**src/design/rlt_pkg.sv**
```systemverilog
// shared types, sizes and codes for the request latency table
package rlt_pkg;

  localparam int DEPTH = 64;
  localparam int IDX_W = $clog2(DEPTH);
  localparam int CNT_W = $clog2(DEPTH + 1);
  localparam int TICKS_PER_MS = 10000;
  localparam int REM_W = $clog2(TICKS_PER_MS);
  localparam int CFG_IDX_W = 8;
  localparam int CFG_DATA_W = 32;

  // divider digit and reciprocal: floor(v / 10000) = (v * TICKS_RECIP) >> RECIP_SHIFT
  // holds exactly for every partial value below 2^PART_W
  localparam int DIG_W = 16;
  localparam int PART_W = REM_W + DIG_W;
  localparam int RECIP_W = 31;
  localparam int RECIP_SHIFT = 44;
  localparam int PROD_W = PART_W + RECIP_W;
  localparam logic [RECIP_W-1:0] TICKS_RECIP = 31'd1759218605;

  localparam logic [CFG_IDX_W-1:0] CFG_ENABLE = CFG_IDX_W'(0);
  localparam logic [CFG_IDX_W-1:0] CFG_LIMIT  = CFG_IDX_W'(1);

  localparam logic CMD_REQUEST  = 1'b0;
  localparam logic CMD_RESPONSE = 1'b1;

  localparam logic [1:0] STATUS_OK        = 2'd0;
  localparam logic [1:0] STATUS_NOT_FOUND = 2'd1;
  localparam logic [1:0] STATUS_MISMATCH  = 2'd2;

  typedef struct packed {
    logic               command;
    logic [31:0]        connection;
    logic signed [31:0] req_id;
    logic signed [31:0] user_ident;
    logic signed [31:0] app_ident;
    logic signed [31:0] session;
    logic signed [31:0] resp_id;
    logic signed [31:0] list_count;
    logic signed [31:0] worker;
    logic [63:0]        now;
  } in_item_t;

  typedef struct packed {
    logic [1:0]         status;
    logic signed [31:0] out_req_id;
    logic signed [31:0] out_user;
    logic signed [31:0] out_app;
    logic signed [31:0] out_session;
    logic signed [31:0] out_resp_id;
    logic signed [31:0] out_list_count;
    logic signed [31:0] out_worker;
    logic [63:0]        start_time;
    logic [63:0]        end_time;
    logic [31:0]        latency_ms;
  } out_item_t;

endpackage

```
**src/design/rlt_div.sv**
```systemverilog
// divider of a 64-bit tick count by the ticks per millisecond, one 16-bit digit per multiply phase and remainder phase
module rlt_div import rlt_pkg::*; (
  input  logic        clk,
  input  logic        rst_n,
  input  logic        start,
  input  logic [63:0] dividend,
  output logic        done,
  output logic [31:0] quotient
);

  logic [63:0]       dvd_r, dvd_nxt;
  logic [REM_W-1:0]  rem_r, rem_nxt;
  logic [31:0]       quo_r, quo_nxt;
  logic [DIG_W-1:0]  qd_r, qd_nxt;
  logic [1:0]        cnt_r, cnt_nxt;
  logic              phase_r, phase_nxt;
  logic              busy_r, busy_nxt;
  logic              done_r, done_nxt;
  logic [PART_W-1:0] part;
  logic [PROD_W-1:0] prod;
  logic [PART_W-1:0] back;

  // per digit: reciprocal multiply for the quotient digit, then remainder
  always_comb begin
    part      = {rem_r, dvd_r[63 -: DIG_W]};
    prod      = PROD_W'(part) * PROD_W'(TICKS_RECIP);
    back      = PART_W'(qd_r) * PART_W'(TICKS_PER_MS);
    dvd_nxt   = dvd_r;
    rem_nxt   = rem_r;
    quo_nxt   = quo_r;
    qd_nxt    = qd_r;
    cnt_nxt   = cnt_r;
    phase_nxt = phase_r;
    busy_nxt  = busy_r;
    done_nxt  = 1'b0;
    if (start) begin
      dvd_nxt   = dividend;
      rem_nxt   = '0;
      quo_nxt   = '0;
      cnt_nxt   = '0;
      phase_nxt = 1'b0;
      busy_nxt  = 1'b1;
    end else if (busy_r) begin
      if (!phase_r) begin
        qd_nxt    = prod[RECIP_SHIFT +: DIG_W];
        phase_nxt = 1'b1;
      end else begin
        rem_nxt   = REM_W'(part - back);
        quo_nxt   = {quo_r[31-DIG_W:0], qd_r};
        dvd_nxt   = {dvd_r[63-DIG_W:0], {DIG_W{1'b0}}};
        cnt_nxt   = cnt_r + 2'd1;
        phase_nxt = 1'b0;
        if (cnt_r == 2'd3) begin
          busy_nxt = 1'b0;
          done_nxt = 1'b1;
        end
      end
    end
  end

  always_ff @(posedge clk) begin
    if (!rst_n) begin
      busy_r <= 1'b0;
      done_r <= 1'b0;
    end else begin
      busy_r <= busy_nxt;
      done_r <= done_nxt;
    end
  end

  always_ff @(posedge clk) begin
    dvd_r   <= dvd_nxt;
    rem_r   <= rem_nxt;
    quo_r   <= quo_nxt;
    qd_r    <= qd_nxt;
    cnt_r   <= cnt_nxt;
    phase_r <= phase_nxt;
  end

  assign done     = done_r;
  assign quotient = quo_r;

endmodule

```
**config.mk**
```make
export PLATFORM = sky130hd
export DESIGN_NAME = rlt_div
export DESIGN_NICKNAME = d
export VERILOG_FILES = /design/src/design/rlt_pkg.sv /design/src/design/rlt_div.sv
export SDC_FILE = /design/constraint.sdc
export NUM_CORES = 1
export LEC_CHECK = 0
export ABC_AREA = 1
export BUFFER_PORTS_ARGS = -buffer_cell sky130_fd_sc_hd__buf_2
export CAP_MARGIN = 20
export CORE_MARGIN = 2
export CORE_UTILIZATION = 45
export DETAILED_ROUTE_END_ITERATION = 8
export PLACE_DENSITY = 0.73
export SLEW_MARGIN = 20
export SYNTH_ARGS = -nofsm -noshare
export SYNTH_HDL_FRONTEND = slang
export SYNTH_SLANG_ARGS = --single-unit
export TNS_END_PERCENT = 20
```
**constraint.sdc**
```tcl
create_clock -name clk -period 17.6 [get_ports clk]
set_input_delay 1.76 -clock clk [delete_from_list [all_inputs] [get_ports clk]]
set_output_delay 1.76 -clock clk [all_outputs]
set_load 0.02 [all_outputs]
```
==> out/qor.json <==
{
  "htree_num_levels": 4,
  "grt_max_degree": 69,
  "residual_drc_count": 0,
  "critical_path_arrival_ns": 7.49,
  "outcome": "complete, no violations",
  "core_area_um2": 52450,
  "drtIter0Drc": 1690,
  "worstSetupPathType": "reg2reg",
  "crit_path_start": "dvd_r[55]",
  "post_cts_resized": 0,
  "first_global_vias": 18850,
  "tightestPinTransition_ns": 1.085,
  "fin_tns_setup_ns": 0,
  "max_slew_margin_pct": 27.40,
  "placement_rows": 84,
  "finalSetupViolations": 0,
  "critical_hold_path_startpoint": "quotient[16]",
  "vias": 17880,
  "synth.ff_latch_count": 131,
  "dieWidth_um": 234.0,
  "postCtsSetupRepairBufs": 0,
  "clkTransAtPathRegs_ns": 0.07,
  "timing_hold_violations_final": 0,
  "crit_fanout": 9,
  "wl_per_cell_um": 19.44,
  "design.final.nets": 3703,
  "timing.clock.skew_ns": 0.01724,
  "top_level_ports": 100,
  "yosysTopAreaCell": "fa_1",
  "time_the_final_worst_path_needs_with_i_o_delays_and_setup_ns": 7.298,
  "clock_tree.buffer_depth": 2,
  "fin_crit_sh_pct": 41.47,
  "starting_utilization_of_the_core_area_pct": 45.40,
  "synth_cell_area_um2": 23810,
  "cts_tree": "done",
  "tritoncts_num_sinks": 131,
  "timing.critical_path.required_ns": 17.80,
  "syn_area_per_cell_um2": 8.620,
  "routedLengthMet1_um": 28910,
  "report.final.slew_viol_count": 0,
  "met3_length_um": 5711,
  "setup.worst_path.start_class": "flop",
  "rsz0062_at_grt": "false",
  "clk-insertion-delay-late_ns": 0.44,
  "ys.warnings.count": 0,
  "die-height_um": 234.0,
  "synth.yosys.seq_area_share_pct": 14.38,
  "fin_util_pct": 49.16,
  "portBuffers": 99,
  "grt_first_pass_wirelength_um": 108100,
  "synth_top_cells_by_area": "fa_1 35%, ha_1 19%, inv_1 13%",
  "cts_hold_buffers": 0,
  "grt.total_usage_pct": 26.76,
  "timing.critical_path.to_type": "flop",
  "layout.filler_cells": 4918,
  "avgViaCountPerCell": 5.011,
  "drive_above_1_share_pct": 6.495,
  "highest-signal-layer": "met5",
  "wl_met2_um": 31780,
  "syn2layout_area_growth_pct": 8.293,
  "final_estimated_routing_congestion_in_global_placement": 1.018,
  "fp.dieArea_um2": 54770,
  "antenna_found_initial": 0,
  "min-delay-path-class": "reg2reg",
  "gr-total-overflow": 0,
  "clock.fmax_mhz": 137.0,
  "drv_cap": 0,
  "post_synth_inst_count": 2762,
  "finalWirelength_um": 69380,
  "regToRegStartpoint": "dvd_r[55]",
  "dp.final_hpwl_um": 60520,
  "final_antenna_net_count": 0,
  "clockRootBuffer": "clkbuf_16",
  "number_of_buffers_created_by_cts": 17,
  "synth_fp_nets": 3599,
  "detail_route.first_pass.iterations": 7,
  "synthDominantCellAreaShare_pct": 34.89,
  "synthDistinctLibCells": 37
}
cell usage after synthesis:
cell type,number
inv_1,830
nand2_1,629
fa_1,415
ha_1,355
nor2_1,91
edfxtp_1,80
a21oi_1,58
nand3_1,56
dfxtp_1,51
o21ai_0,51
clkbuf_1,18
nand4_1,14
nor2_2,12
o22ai_1,12
o21bai_1,11
nand2_2,9
inv_2,8
nor3_2,8
xnor2_1,8
nand3b_1,6
xor2_1,6
nor3_1,5
o21ai_1,5
nor2_4,4
and3_1,3
nor4_2,3
a21boi_0,2
and2_1,2
nor3b_2,2
a21o_1,1
a22o_1,1
buf_1,1
buf_2,1
clkinv_1,1
nand2_4,1
nor2_8,1
or2_2,1
area by class of cell:
| class | instances | area, um^2 | share of cell area, % |
|---|---|---|---|
| clock buffer | 20 | 479.2 | 1.859 |
| inverter | 839 | 3151 | 12.22 |
| antenna | 2 | 5.005 | 0.01941 |
| multi-input combinational | 1772 | 17170 | 66.60 |
| timing repair buffer | 105 | 540.5 | 2.096 |
| clock inverter | 12 | 152.6 | 0.5920 |
| tap | 688 | 860.8 | 3.339 |
| sequential | 131 | 3423 | 13.28 |
metrics by stage:
stage	hold WS (ns)	cells	setup WS, ns	area [um^2]
floorplan	0.4215	2762	11.48	23810
global placement	0.4372	3535	10.37	25150
detailed placement	0.4428	3535	10.37	25150
CTS	0.4595	3567	10.33	25780
global route	0.4814	3567	9.994	25780
finish	0.4561	3569	10.30	25780
state kept, by name (all words and copies together), names as in the netlist:
signal / flops
done: 1
cnt_r: 2
rem_r: 14
quotient: 32
phase_r: 1
qd_r: 16
busy_r: 1
dvd_r: 64
worst paths after layout:
kind / end / slack (ns) / depth (start not counted)
worst min-delay path: quotient[16] / 0.46 / 2
worst min register to register: quotient[16] / 0.46 / 2
worst max register to register: qd_r[15] / 10.30 / 24
worst max-delay path: qd_r[15] / 10.30 / 24
kinds of logic after synthesis:
group	Yosys count	synth area share (%)
flops	131	14.38
buf+inv	859	13.55
xor+xnor	14	0.5150
simple gates	847	14.82
fa+ha+maj	770	53.55
compound gates	141	3.190
placed cells by master (no fill, tap or decap), types with 4 or more instances in the layout:
cell type  netlist  routed
edfxtp_1        80      80
nand4_1         14      14
nor2_1          91      91
buf_4            0       6
o21bai_1        11      11
buf_2            1      99
a21oi_1         58      58
nand2_1        629     629
o21ai_0         51      51
o21ai_1          5       5
nand3b_1         6       6
inv_6            0       5
xor2_1           6       6
ha_1           355     355
fa_1           415     415
clkbuf_16        0      19
xnor2_1          8       8
nor3_2           8       8
nor2_2          12      12
nor2_4           4       4
nand3_1         56      56
inv_2            8       8
nand2_2          9       9
nor3_1           5       4
inv_1          830     829
dfxtp_1         51      51
o22ai_1         12      12
critical path, cell delays in order (launching register included):
cell and delay (ns):
edfxtp_1 0.98, inv_1 0.32, fa_1 0.54, fa_1 0.47, fa_1 0.52, fa_1 0.50
inv_1 0.05, fa_1 0.50, inv_1 0.06, fa_1 0.54, inv_1 0.05, fa_1 0.47
inv_1 0.06, fa_1 0.50, inv_1 0.05, ha_1 0.30, nand2_1 0.14, nor2_1 0.25
nand2_1 0.21, nor2_1 0.14, nand2_1 0.07, nand3_1 0.11, nand2_1 0.08, nand3_1 0.08
nand2_1 0.05
per-layer routing:
layer	global-route usage [%]	up-vias
met4	10.07	2
li1	-	8382
met5	0.9821	-
met2	42.66	672
met3	5.241	138
met1	36.04	8690
Power is not shown: default switching activity piles up to over one toggle a cycle in this logic, so the estimate is an artifact.
